--- src/rtl/utf8cw_pkg.sv ---
`default_nettype none
// ----------------------------------------------------------------------------
// utf8cw_pkg
// Shared types and constants for the UTF-8 decoder with column width:
// lead byte patterns, width codes and the zero-width and wide code point spans.
// ----------------------------------------------------------------------------
package utf8cw_pkg;

	localparam int BYTE_W  = 8;
	localparam int CP_W    = 21;
	localparam int USED_W  = 3;
	localparam int WIDTH_W = 2;

	localparam int NUM_ZERO = 8;
	localparam int NUM_WIDE = 16;

	typedef logic [BYTE_W-1:0]  byte_t;
	typedef logic [CP_W-1:0]    cp_t;
	typedef logic [USED_W-1:0]  used_t;
	typedef logic [WIDTH_W-1:0] width_t;

	typedef struct packed {
		cp_t lo;
		cp_t hi;
	} span_t;

	// lead byte classes
	localparam byte_t LEAD2_MASK = 8'hE0;
	localparam byte_t LEAD2_PAT  = 8'hC0;
	localparam byte_t LEAD3_MASK = 8'hF0;
	localparam byte_t LEAD3_PAT  = 8'hE0;
	localparam byte_t LEAD4_MASK = 8'hF8;
	localparam byte_t LEAD4_PAT  = 8'hF0;
	localparam byte_t CONT_MASK  = 8'hC0;
	localparam byte_t CONT_PAT   = 8'h80;

	// control ranges
	localparam cp_t C0_END   = 21'h00020;
	localparam cp_t C1_START = 21'h0007F;
	localparam cp_t C1_END   = 21'h0009F;

	localparam used_t USED_ONE   = 3'd1;
	localparam used_t USED_TWO   = 3'd2;
	localparam used_t USED_THREE = 3'd3;
	localparam used_t USED_FOUR  = 3'd4;

	localparam width_t WIDTH_ZERO   = 2'd0;
	localparam width_t WIDTH_NORMAL = 2'd1;
	localparam width_t WIDTH_WIDE   = 2'd2;

	localparam span_t ZERO_SPANS [NUM_ZERO] = '{
		'{lo: 21'h00300, hi: 21'h0036F},
		'{lo: 21'h00483, hi: 21'h00489},
		'{lo: 21'h01AB0, hi: 21'h01AFF},
		'{lo: 21'h0200B, hi: 21'h0200F},
		'{lo: 21'h0202A, hi: 21'h0202E},
		'{lo: 21'h02060, hi: 21'h02064},
		'{lo: 21'h0FE00, hi: 21'h0FE0F},
		'{lo: 21'h0FEFF, hi: 21'h0FEFF}
	};

	localparam span_t WIDE_SPANS [NUM_WIDE] = '{
		'{lo: 21'h01100, hi: 21'h0115F},
		'{lo: 21'h02E80, hi: 21'h0303E},
		'{lo: 21'h03041, hi: 21'h033FF},
		'{lo: 21'h03400, hi: 21'h04DBF},
		'{lo: 21'h04E00, hi: 21'h09FFF},
		'{lo: 21'h0A000, hi: 21'h0A4CF},
		'{lo: 21'h0AC00, hi: 21'h0D7A3},
		'{lo: 21'h0F900, hi: 21'h0FAFF},
		'{lo: 21'h0FE30, hi: 21'h0FE4F},
		'{lo: 21'h0FF00, hi: 21'h0FF60},
		'{lo: 21'h0FFE0, hi: 21'h0FFE6},
		'{lo: 21'h1F000, hi: 21'h1F02F},
		'{lo: 21'h1F300, hi: 21'h1F64F},
		'{lo: 21'h1F900, hi: 21'h1F9FF},
		'{lo: 21'h20000, hi: 21'h2FFFD},
		'{lo: 21'h30000, hi: 21'h3FFFD}
	};

endpackage
`default_nettype wire

--- src/rtl/utf8_decode_column_width.sv ---
`default_nettype none
// ----------------------------------------------------------------------------
// utf8_decode_column_width
// Decodes one UTF-8 code point from a four byte window and classifies its
// terminal column width.
// ----------------------------------------------------------------------------
// Each beat on the item channel carries the bytes at the current string
// position and how many of them are valid; each beat on the result channel
// gives the code point, the bytes consumed (advance by this) and the column
// width (0, 1 or 2). A malformed or truncated sequence consumes one byte and
// returns the raw lead byte. One item is taken per cycle unless item_stall is
// high; each result passes the stages in order: stage one decodes the window,
// stage two compares the code point against every width span in parallel, stage
// three reduces the hits and holds the result. The pipeline holds up to three
// items and stops only when the result side stalls with every stage full.
module utf8_decode_column_width (
	input  wire                     clk,
	input  wire                     arst_n,
	input  wire                     item_valid,
	output logic                    item_stall,
	input  wire  utf8cw_pkg::byte_t lead_byte,
	input  wire  utf8cw_pkg::byte_t second_byte,
	input  wire  utf8cw_pkg::byte_t third_byte,
	input  wire  utf8cw_pkg::byte_t fourth_byte,
	input  wire  [2:0]              bytes_valid,
	output logic                    result_valid,
	input  wire                     result_stall,
	output utf8cw_pkg::cp_t         code_point,
	output utf8cw_pkg::used_t       bytes_used,
	output utf8cw_pkg::width_t      column_width
);
	import utf8cw_pkg::*;

	logic adv_s1, adv_s2, adv_s3;

	logic  valid_s1, valid_s2, valid_s3;
	cp_t   cp_s1, cp_s2, cp_s3;
	used_t used_s1, used_s2, used_s3;
	width_t width_s3;

	logic                ctrl_s2;
	logic [NUM_ZERO-1:0] zero_hit_s2;
	logic [NUM_WIDE-1:0] wide_hit_s2;

	// decode
	logic  avail2, avail3, avail4;
	logic  cont1, cont2, cont3;
	cp_t   cp_dec;
	used_t used_dec;

	// compare
	logic                ctrl_cmp;
	logic [NUM_ZERO-1:0] zero_hit_cmp;
	logic [NUM_WIDE-1:0] wide_hit_cmp;

	assign adv_s3     = !valid_s3 || !result_stall;
	assign adv_s2     = !valid_s2 || adv_s3;
	assign adv_s1     = !valid_s1 || adv_s2;
	assign item_stall = !adv_s1;

	// zero counts as one, above four as four
	assign avail2 = (bytes_valid >= 3'd2);
	assign avail3 = (bytes_valid >= 3'd3);
	assign avail4 = (bytes_valid >= 3'd4);
	assign cont1  = ((second_byte & CONT_MASK) == CONT_PAT);
	assign cont2  = ((third_byte  & CONT_MASK) == CONT_PAT);
	assign cont3  = ((fourth_byte & CONT_MASK) == CONT_PAT);

	always_comb begin
		cp_dec   = {{(CP_W-BYTE_W){1'b0}}, lead_byte};
		used_dec = USED_ONE;
		if (lead_byte[7] == 1'b0) begin
			cp_dec   = {{(CP_W-BYTE_W){1'b0}}, lead_byte};
			used_dec = USED_ONE;
		end else if ((lead_byte & LEAD2_MASK) == LEAD2_PAT && avail2 && cont1) begin
			cp_dec   = {10'd0, lead_byte[4:0], second_byte[5:0]};
			used_dec = USED_TWO;
		end else if ((lead_byte & LEAD3_MASK) == LEAD3_PAT && avail3 && cont1
				&& cont2) begin
			cp_dec   = {5'd0, lead_byte[3:0], second_byte[5:0], third_byte[5:0]};
			used_dec = USED_THREE;
		end else if ((lead_byte & LEAD4_MASK) == LEAD4_PAT && avail4 && cont1
				&& cont2 && cont3) begin
			cp_dec   = {lead_byte[2:0], second_byte[5:0], third_byte[5:0],
				fourth_byte[5:0]};
			used_dec = USED_FOUR;
		end
	end

	always_comb begin
		ctrl_cmp = (cp_s1 < C0_END) || (cp_s1 >= C1_START && cp_s1 <= C1_END);
		for (int i = 0; i < NUM_ZERO; i++) begin
			zero_hit_cmp[i] = (cp_s1 >= ZERO_SPANS[i].lo) && (cp_s1 <= ZERO_SPANS[i].hi);
		end
		for (int i = 0; i < NUM_WIDE; i++) begin
			wide_hit_cmp[i] = (cp_s1 >= WIDE_SPANS[i].lo) && (cp_s1 <= WIDE_SPANS[i].hi);
		end
	end

	always_ff @(posedge clk or negedge arst_n) begin
		if (!arst_n) begin
			valid_s1 <= 1'b0;
			valid_s2 <= 1'b0;
			valid_s3 <= 1'b0;
		end else begin
			if (adv_s1) valid_s1 <= item_valid;
			if (adv_s2) valid_s2 <= valid_s1;
			if (adv_s3) valid_s3 <= valid_s2;
		end
	end

	always_ff @(posedge clk) begin
		if (adv_s1) begin
			cp_s1   <= cp_dec;
			used_s1 <= used_dec;
		end
		if (adv_s2) begin
			cp_s2       <= cp_s1;
			used_s2     <= used_s1;
			ctrl_s2     <= ctrl_cmp;
			zero_hit_s2 <= zero_hit_cmp;
			wide_hit_s2 <= wide_hit_cmp;
		end
		if (adv_s3) begin
			cp_s3   <= cp_s2;
			used_s3 <= used_s2;
			if (ctrl_s2 || (|zero_hit_s2)) begin
				width_s3 <= WIDTH_ZERO;
			end else if (|wide_hit_s2) begin
				width_s3 <= WIDTH_WIDE;
			end else begin
				width_s3 <= WIDTH_NORMAL;
			end
		end
	end

	assign result_valid = valid_s3;
	assign code_point   = cp_s3;
	assign bytes_used   = used_s3;
	assign column_width = width_s3;

	a_single_byte_narrow: assert property (@(posedge clk) disable iff (!arst_n)
		result_valid && bytes_used == USED_ONE |-> code_point[CP_W-1:BYTE_W] == '0)
		else $error("one byte beat with code point above a byte");

	a_two_byte_narrow: assert property (@(posedge clk) disable iff (!arst_n)
		result_valid && bytes_used == USED_TWO |-> code_point[CP_W-1:11] == '0)
		else $error("two byte beat with code point above 11 bits");

	a_control_zero: assert property (@(posedge clk) disable iff (!arst_n)
		result_valid && code_point < C0_END |-> column_width == WIDTH_ZERO)
		else $error("control code point with nonzero width");

	a_width_code: assert property (@(posedge clk) disable iff (!arst_n)
		result_valid |-> column_width == WIDTH_ZERO || column_width == WIDTH_NORMAL
			|| column_width == WIDTH_WIDE)
		else $error("bad column width code");

	a_no_overrun: assert property (@(posedge clk) disable iff (!arst_n)
		valid_s1 && valid_s2 && valid_s3 && result_stall |-> item_stall)
		else $error("item taken with full pipeline stalled");

endmodule
`default_nettype wire
--- config.mk ---
export PLATFORM = sky130hd
export DESIGN_NAME = utf8_decode_column_width
export DESIGN_NICKNAME = d
export VERILOG_FILES = /design/src/rtl/utf8cw_pkg.sv /design/src/rtl/utf8_decode_column_width.sv
export SDC_FILE = /design/constraint.sdc
export NUM_CORES = 1
export LEC_CHECK = 0
export ABC_AREA = 1
export BUFFER_PORTS_ARGS = -buffer_cell sky130_fd_sc_hd__buf_2
export CORE_MARGIN = 2
export CORE_UTILIZATION = 52
export CTS_CLUSTER_SIZE = 20
export DETAILED_ROUTE_END_ITERATION = 8
export GPL_TIMING_DRIVEN = 0
export PLACE_DENSITY = 0.82
export SYNTH_ARGS = -nofsm -noshare
export SYNTH_HDL_FRONTEND = slang
export SYNTH_SLANG_ARGS = --single-unit
--- constraint.sdc ---
create_clock -name clk -period 3.3 [get_ports clk]
set_clock_uncertainty 0.2 [all_clocks]
set_input_delay 0.33 -clock clk [delete_from_list [all_inputs] [get_ports clk]]
set_output_delay 0.33 -clock clk [all_outputs]
set_load 0.05 [all_outputs]
After elaboration in Yosys (flattened, before gate mapping)
Cells that the tools add are included.
Operators by class
  reductions and logical operators: 49
  magnitude comparators: 54
  equal/unequal tests: 6
  bitwise operators: 2
  multiplexer cells: 8
Operators with widths (count)
  $le A21 B16 Y1 const B: 9
  $ge A21 B16 Y1 const B: 8
  $ge A21 B14 Y1 const B: 6
  $le A21 B14 Y1 const B: 5
  $ge A21 B17 Y1 const B: 3
  $le A21 B17 Y1 const B: 3
  $ge A21 B13 Y1 const B: 2
  $ge A21 B18 Y1 const B: 2
  $le A21 B13 Y1 const B: 2
  $le A21 B18 Y1 const B: 2
  $logic_and A1 B1 Y1: 34
  $mux W16: 2
  $ge A21 B10 Y1 const B: 1
  $ge A21 B11 Y1 const B: 1
  $ge A21 B15 Y1 const B: 1
  $ge A21 B7 Y1 const B: 1
  $le A21 B10 Y1 const B: 1
  $le A21 B11 Y1 const B: 1
  $le A21 B15 Y1 const B: 1
  $le A21 B8 Y1 const B: 1
  $lt A21 B6 Y1 const B: 1
  $reduce_or A16 Y1: 1
  $mux W11: 1
  $reduce_or A8 Y1: 1
  other kinds (15): 29
Storage, ports and cells
  output and inout bits: 28
  bits in registers: 102
  input port bits: 39
  word-level logic and storage cells: 136

Logic depth before layout (Yosys ltp)
Gate-level depths: netlist of the first run.
  depth after elaboration: 9
  gate-level depth with buffers: 11
  mapped depth without buffers: 10

Worst setup path after synthesis of the first run
No wires, ideal clock.
  path type: register -> register
  start: register valid_s3, in the netlist result_valid
  end: register cp_s1[0] (enable)
  setup slack: -0.907 ns
  buffers on the path: 0
  arrival: 3.602 ns
  library setup time: 0.405 ns
  clock period less this slack: 4.207 ns
  cell stages (with the launch flop): 6
  required time: 2.695 ns
  path through: dfrtp_1 -> nand2_1 -> nor2_1 -> inv_1 -> nor2_1 -> inv_1
On the way
  cells in the longest elaborated chain, start to end: 4
Ends and longest elaborated chain
  start, declared: RTL line utf8_decode_column_width.sv:36  | logic valid_s1, valid_s2, valid_s3;
  start signal, assigned: RTL line utf8_decode_column_width.sv:108  | if (adv_s3) valid_s3 <= valid_s2;
  $logic_not A1 Y1: RTL line utf8_decode_column_width.sv:56  | assign adv_s3 = !valid_s3 || !result_stall;
  $logic_or A1 B1 Y1: RTL line utf8_decode_column_width.sv:56
  named net adv_s3: RTL line utf8_decode_column_width.sv:34  | logic adv_s1, adv_s2, adv_s3;
  $logic_or A1 B1 Y1: RTL line utf8_decode_column_width.sv:57  | assign adv_s2 = !valid_s2 || adv_s3;
  named net adv_s2: RTL line utf8_decode_column_width.sv:34
  $logic_or A1 B1 Y1: RTL line utf8_decode_column_width.sv:58  | assign adv_s1 = !valid_s1 || adv_s2;
  end signal, assigned: RTL line utf8_decode_column_width.sv:114  | cp_s1 <= cp_dec;
  end, declared: RTL line utf8_decode_column_width.sv:37  | cp_t cp_s1, cp_s2, cp_s3;
The timed path passes the listed nets, and every way through them passes these cells.
A chain may end at the register's enable or synchronous reset.

Final worst setup path of the first run
  start: register valid_s3, in the netlist result_valid
  end: output item_stall
On the way
  cells in the longest elaborated chain, start to end: 5
Ends and longest elaborated chain
  $logic_not A1 Y1: RTL line utf8_decode_column_width.sv:56
  $logic_or A1 B1 Y1: RTL line utf8_decode_column_width.sv:56
  named net adv_s3: RTL line utf8_decode_column_width.sv:34
  $logic_or A1 B1 Y1: RTL line utf8_decode_column_width.sv:57
  named net adv_s2: RTL line utf8_decode_column_width.sv:34
  $logic_or A1 B1 Y1: RTL line utf8_decode_column_width.sv:58
  $logic_not A1 Y1: RTL line utf8_decode_column_width.sv:59  | assign item_stall = !adv_s1;
  end, declared: RTL line utf8_decode_column_width.sv:20  | output logic item_stall,
The timed path passes the listed nets, and every way through them passes these cells.

==> impl_metrics.csv, run 1 <==
group,metric,value,unit
floorplanning,die_w,104,microns
pwr,p_per_area,508,nW/um^2
global_routing,grt_pass1_wl,22.2,mm
timing,max_freq,347,MHz
timing,finalHoldViolations,0,
detailed_routing,routed_wl,14.2,mm
synthesis,yosys-top-cells-area,"edfxtp_1 57%, nand2_1 6.9%, inv_1 4.2%",
synthesis,synthDistinctLibCells,45,
status,status,"finished, final reports clean",
synthesis,yosys_most_used_dff,"edfxtp_1",
synthesis,synth_top_area_share,56.7,%
critical_path,worstSetupPathType,"reg -> out",
place,place_area,5760,sq um
critical_path,worstPathMaxFanout,28,
synthesis,async_reset_ff_share,2.94,%
finish,nFillCells,820,
timing,max_slew_margin,33.8,%
detailed_routing,wl_per_cell,18.6,microns
clocking,cts_buffers,9,
timing,maxSlewViolCount,0,
critical_path,cp-start-kind,"flip-flop",
timing,final.period_utilization,87.3,%
finish,nNetsFinal,667,
synthesis,syn_area,5240,sq um
hold_path,hold_path.class,"in -> reg",
floorplanning,ios,67,
finish,stdcell_area,5990,sq um
clocking,cts.sinks,102,
clocking,tritoncts,"yes",
critical_path,crit_required,2.77,ns
global_routing,grtUsageMet3,4.76,%
synthesis,ys_seq_area_share,58.1,%
clocking,cts_max_level,3,
global_routing,antenna_found_initial,0,
place,place_worst_setup_slack,-0.0717,ns
finish,multi_input_area,1830,sq um
critical_path,worstSetupEndpointType,"output pin",
detailed_routing,drc,0,
global_routing,grt_start_max_net_pins,29,
global_routing,grt_overflow,0,
global_routing,grt_usage,27.0,%
clocking,clock_path_buffers,2,
clocking,clk_pin_slew,0.11,ns
synthesis,synth-seq-cells,102,
global_routing,globalRouteMet1Util,39.8,%
floorplanning,start_util,53.6,%
job,drv_cap,0,
synthesis,synth-edff-count,99,
finish,final_cells,766,
clocking,post_cts_buffers,0,
place,dp_cells,746,
timing,rsz0062_at_grt,"no",
timing,worstMarginPinSlew,0.968,ns
detailed_routing,viasPerCell,5.81,
timing,setup_violations,0,
detailed_routing,via_count,4447,
synthesis,synth_top_area_cell,"edfxtp_1",
finish,syn_to_final_growth,14.2,%
global_routing,grtUsageMet2,40.9,%
timing,timing.final.ws_setup,0.420,ns
global_routing,first_global_vias,4105,
floorplanning,core_area,9770,sq um
pwr,power_leakage,2.50,nW
synthesis,avgSynthCellArea,9.59,sq um
clocking,insertion_delay,0.37,ns
place,gp_congestion,0.966,
pwr,peakVddDrop,0.240,mV
floorplanning,rows,36,
place,dp_hpwl,10.9,mm
finish,drive_above_1_share,23.9,%
synthesis,yosysWarnings,0,
synthesis,syn_inst,547,
floorplanning,die_y,104,microns
detailed_routing,dr.first_iter.drc_count,462,
finish,antennaDiodeCount,0,
floorplanning,dieArea,10900,sq um
global_routing,busiest_layer,"met2",
detailed_routing,ant_nets,0,
critical_path,arrival,2.35,ns
synthesis,syn_nets,586,
place,port_buffers,66,
clocking,clockRootBuffer,"clkbuf_8",
finish,final-seq-area,3050,sq um
detailed_routing,first_pass_iters,5,
timing,period_minus_slack,2.88,ns
## metal layers
metal | routed length, microns | vias up | part of all wire (%)
met5 | 0 | - | 0
met4 | 387 | 0 | 2.7
met3 | 1330 | 38 | 9.3
met2 | 6240 | 271 | 44
met1 | 6270 | 2057 | 44
li1 | - | 2081 | -
## final timing paths
check                                    startpoint                  endpoint  slack (ns)  depth (start not counted)
setup reg to reg           result_valid$_DFFE_PN0P_        cp_s1[0]$_DFFE_PN_        0.56                          5
hold reg to reg                 cp_s2[20]$_DFFE_PP_  code_point[20]$_DFFE_PP_        0.22                          0
min in group asynchronous                    arst_n      valid_s2$_DFFE_PN0P_        0.09                          2
hold / removal                       second_byte[5]        cp_s1[5]$_DFFE_PN_        0.07                          3
max in group asynchronous                    arst_n  result_valid$_DFFE_PN0P_        2.68                          2
setup / recovery           result_valid$_DFFE_PN0P_                item_stall        0.42                          5
## stage by stage
step | hold WS, ns | setup TNS (ns) | utilization, % | power, W
final | 0.0736 | 0 | 61.3 | 0.00304
after global routing | 0.0727 | 0 | 61.3 | 0.00316
after CTS | 0.0719 | 0 | 61.2 | 0.00304
after detailed placement | -0.0663 | -1.71 | 59.0 | 0.00230
after floorplan | -0.166 | 0 | - | 0.00210
after global placement | -0.0734 | 0 | 59.0 | 0.00229
## where the power goes
part / switching (W) / total [W] / internal, W
sequential: 0.0000655 / 0.00166 / 0.00159
combinational: 0.000483 / 0.000631 / 0.000148
clock: 0.000459 / 0.000752 / 0.000293
total: 0.00101 / 0.00304 / 0.00203
## worst max-delay path, cell delays in order (launching register included)
cell and delay, ns:
dfrtp_2 0.40, nand2_4 0.22, nor2_2 0.40, clkinvlp_4 0.41, nor2_4 0.25, buf_2 0.29
## synthesized netlist by cell type (4+ instances only)
cell,instances
nor2_2,6
nor2_4,4
nand2_1,96
o21ai_1,15
a21oi_1,31
nor4_1,9
edfxtp_1,99
buf_2,5
nand3_1,34
nor2_1,52
o22ai_1,8
nor3_1,22
o21ai_0,12
o211ai_1,5
inv_1,58
o21bai_1,5
a31oi_1,6
inv_2,26
nand4_1,13
## cells in the final DEF, fill, tap and decap left out, types with 3 or more instances in the layout
| cell | instances |
|---|---|
| clkinvlp_4 | 4 |
| buf_4 | 3 |
| o21bai_1 | 5 |
| nor2_2 | 7 |
| nor2_1 | 50 |
| nor4_1 | 9 |
| nand2_1 | 95 |
| o21ai_1 | 15 |
| a21oi_1 | 31 |
| nand4_1 | 13 |
| nor2_4 | 5 |
| inv_1 | 56 |
| nand3_1 | 34 |
| o22ai_1 | 8 |
| a31oi_1 | 6 |
| nand2_2 | 3 |
| edfxtp_1 | 99 |
| clkbuf_8 | 9 |
| inv_2 | 26 |
| o211ai_1 | 5 |
| nor3_1 | 22 |
| o21ai_0 | 12 |
| buf_2 | 71 |
| a211oi_1 | 3 |
## what timing repair did
action / 4_1_cts / 5_1_grt
resized for setup: 0 / 2
hold buffers: 2 / 0
setup endpoints to repair: 25 / 24
gates cloned: 2 / 0
hold endpoints to repair: 4 / 0
## flip-flops by register name, summed over array words and instances, names as in the netlist
signal        flops
bytes_used        3
code_point       21
column_width      2
cp_s1            21
cp_s2            21
ctrl_s2           1
result_valid      1
used_s1           3
used_s2           3
valid_s1          1
valid_s2          1
wide_hit_s2      16
zero_hit_s2       8
## cell type report
type | count | area share, %
inverter | 87 | 5.68
timing repair buffer | 68 | 5.85
clock inverter | 7 | 1.13
tap | 133 | 2.78
buffer | 8 | 0.794
timing repair inverter | 2 | 0.209
sequential | 102 | 50.9
multi-input combinational | 350 | 30.6
clock buffer | 9 | 2.07
## kinds of logic after synthesis
kind of cell           count (synthesis)  share of synthesized area (%)
AO/OA/AOI/OAI                         94                           10.6
buffers and inverters                 95                           7.25
flip-flops                           102                           58.1
AND/OR/NAND/NOR                      256                           24.1
No activity file was read; power rests on OpenSTA's default activity.
==> run 2: changes to the inputs <==
Settings changed: BUFFER_PORTS_ARGS -buffer_cell sky130_fd_sc_hd__buf_2 to unset, CORE_UTILIZATION 52 to 57, DONT_BUFFER_PORTS set to 1, PLACE_DENSITY 0.82 to 0.81.
==> run 2 against run 1 <==
Die area down 8.4%. Via count down 1.9%. Global-route usage up 3.1 points. Sequential power up 8%. Largest cell class unchanged.
==> impl_metrics.csv, run 2 (synthesized netlist as in run 1, its figures left out) <==
group,metric,value,unit
pwr,peakVddDrop,0.286,mV
timing,setup_violations,0,
place,place_area,5400,sq um
global_routing,first_global_vias,4014,
critical_path,r2r.worst_path.cells,5,
finish,stdcell_area,5780,sq um
critical_path,worstSetupPathType,"reg -> reg",
global_routing,grt_usage,30.1,%
finish,syn_to_final_growth,10.2,%
place,dp_hpwl,10.5,mm
clocking,clockRootBuffer,"clkbuf_8",
pwr,power_leakage,2.30,nW
job,drv_cap,0,
global_routing,grt_overflow,0,
timing,maxSlewViolCount,0,
critical_path,worstPathMaxFanout,28,
timing,max_slew_margin,20.4,%
floorplanning,die_y,99.9,microns
critical_path,crit_path_max_incr_delay,0.56,ns
detailed_routing,drc,0,
timing,final.period_utilization,92.4,%
place,place_worst_setup_slack,-0.568,ns
critical_path,cp-start-kind,"flip-flop",
detailed_routing,dr.first_iter.drc_count,478,
detailed_routing,via_count,4362,
clocking,clock_path_buffers,2,
detailed_routing,wl_per_cell,20.9,microns
timing,finalHoldViolations,0,
critical_path,arrival,2.90,ns
hold_path,hold_path.class,"in -> reg",
floorplanning,rows,34,
timing,period_minus_slack,3.05,ns
clocking,insertion_delay,0.39,ns
finish,multi_input_area,1830,sq um
timing,max_freq,328,MHz
clocking,cts_buffers,9,
critical_path,critPathBufInv,2,
timing,rsz0062_at_grt,"no",
clocking,tritoncts,"yes",
floorplanning,dieArea,9980,sq um
clocking,cts.sinks,102,
detailed_routing,viasPerCell,6.35,
place,dp_cells,655,
finish,nFillCells,669,
critical_path,cp_cell_sequence,"nand2_4 > nor2_2 > clkinvlp_4 > nor2_4 > clkinvlp_4",
timing,timing.final.ws_setup,0.252,ns
detailed_routing,ant_nets,0,
clocking,cts_max_level,3,
finish,final-seq-area,3050,sq um
status,status,"finished, final reports clean",
critical_path,worstSetupEndpointType,"flip-flop",
timing,worstMarginPinSlew,1.19,ns
critical_path,cp_slowest_cell,"dfrtp_2",
pwr,p_per_area,538,nW/um^2
finish,nNetsFinal,613,
finish,final_cells,687,
global_routing,antenna_found_initial,0,
finish,layout_commonest_cell,"edfxtp_1",
critical_path,cp.depth,5,
place,port_buffers,0,
place,gp_congestion,1.03,
global_routing,grt_start_max_net_pins,29,
critical_path,cp_common_cell,"clkinvlp_4",
detailed_routing,first_pass_iters,6,
global_routing,grt_pass1_wl,22.0,mm
floorplanning,start_util,59.5,%
hold_path,hold_depth,2,
detailed_routing,routed_wl,14.3,mm
floorplanning,core_area,8810,sq um
floorplanning,ios,67,
finish,antennaDiodeCount,0,
critical_path,crit_family,"simple AND/OR/NAND/NOR gates",
clocking,clk_pin_slew,0.11,ns
finish,layout_common_cells,"99 x edfxtp_1, 95 x nand2_1, 56 x inv_1",
clocking,post_cts_buffers,0,
critical_path,crit_required,3.16,ns
pwr,power,0.00311,W
floorplanning,die_w,99.9,microns
finish,drive_above_1_share,15.0,%
==> run 2: cell count changes in the layout (fill, tap and decap cells not counted), sizes merged <==
cell,change
bufinv,+1
buf,-66
dlygate4sd3,+11
==> run 2: final timing paths <==
check	from	end	slack, ns
worst max register to register	result_valid$_DFFE_PN0P_	cp_s1[15]$_SDFFCE_PP0N_	0.25
worst max-delay path	result_valid$_DFFE_PN0P_	cp_s1[15]$_SDFFCE_PP0N_	0.25
max in group asynchronous	arst_n	result_valid$_DFFE_PN0P_	2.24
worst min-delay path	second_byte[5]	cp_s1[11]$_SDFFCE_PP0N_	0.008
worst min register to register	cp_s2[2]$_DFFE_PP_	code_point[2]$_DFFE_PP_	0.22
min in group asynchronous	arst_n	valid_s2$_DFFE_PN0P_	0.50
==> run 2: worst reg2reg max path, stage by stage, from the launching register on <==
cell	delay [ns]
dfrtp_2	0.56
nand2_4	0.27
nor2_2	0.35
clkinvlp_4	0.39
nor2_4	0.51
clkinvlp_4	0.43
==> run 2: area by class of cell <==
cell class,instances,share of cell area (%)
clock inverter,7,1.73
buffer,8,0.823
clock buffer,9,2.14
tap,108,2.34
timing repair inverter,3,0.303
timing repair buffer,13,2.25
sequential,102,52.8
inverter,87,5.89
multi-input combinational,350,31.7
==> run 2: what timing repair did <==
item	CTS	global route
hold buffers	13	0
gates cloned	3	0
endpoints found under the hold margin	11	0
gates resized for setup	1	1
endpoints found under the setup margin	25	49
==> run 2: per-stage QoR <==
stage               util [%]  hold WS, ns  TNS [ns]
global route            65.6      0.00763         0
CTS                     65.6       0.0100    -0.530
floorplan                  -       -0.166         0
detailed placement      61.4       -0.166    -13.61
global placement        61.4       -0.166    -10.76
finish                  65.6      0.00833         0
==> run 2: layer usage <==
layer,vias to the layer above,share of wire (%),GRT usage (%)
li1,1974,-,-
met4,0,2.2,9.48
met5,-,0,0
met2,337,46,47.7
met3,27,11,5.57
met1,2024,41,42.6
==> run 2: report_power, final <==
part / leakage (nW) / switching [W] / internal [W]
Clock: 0.112 / 0.000488 / 0.000375
Sequential: 1.08 / 0.000205 / 0.00160
Combinational: 1.11 / 0.000327 / 0.000115
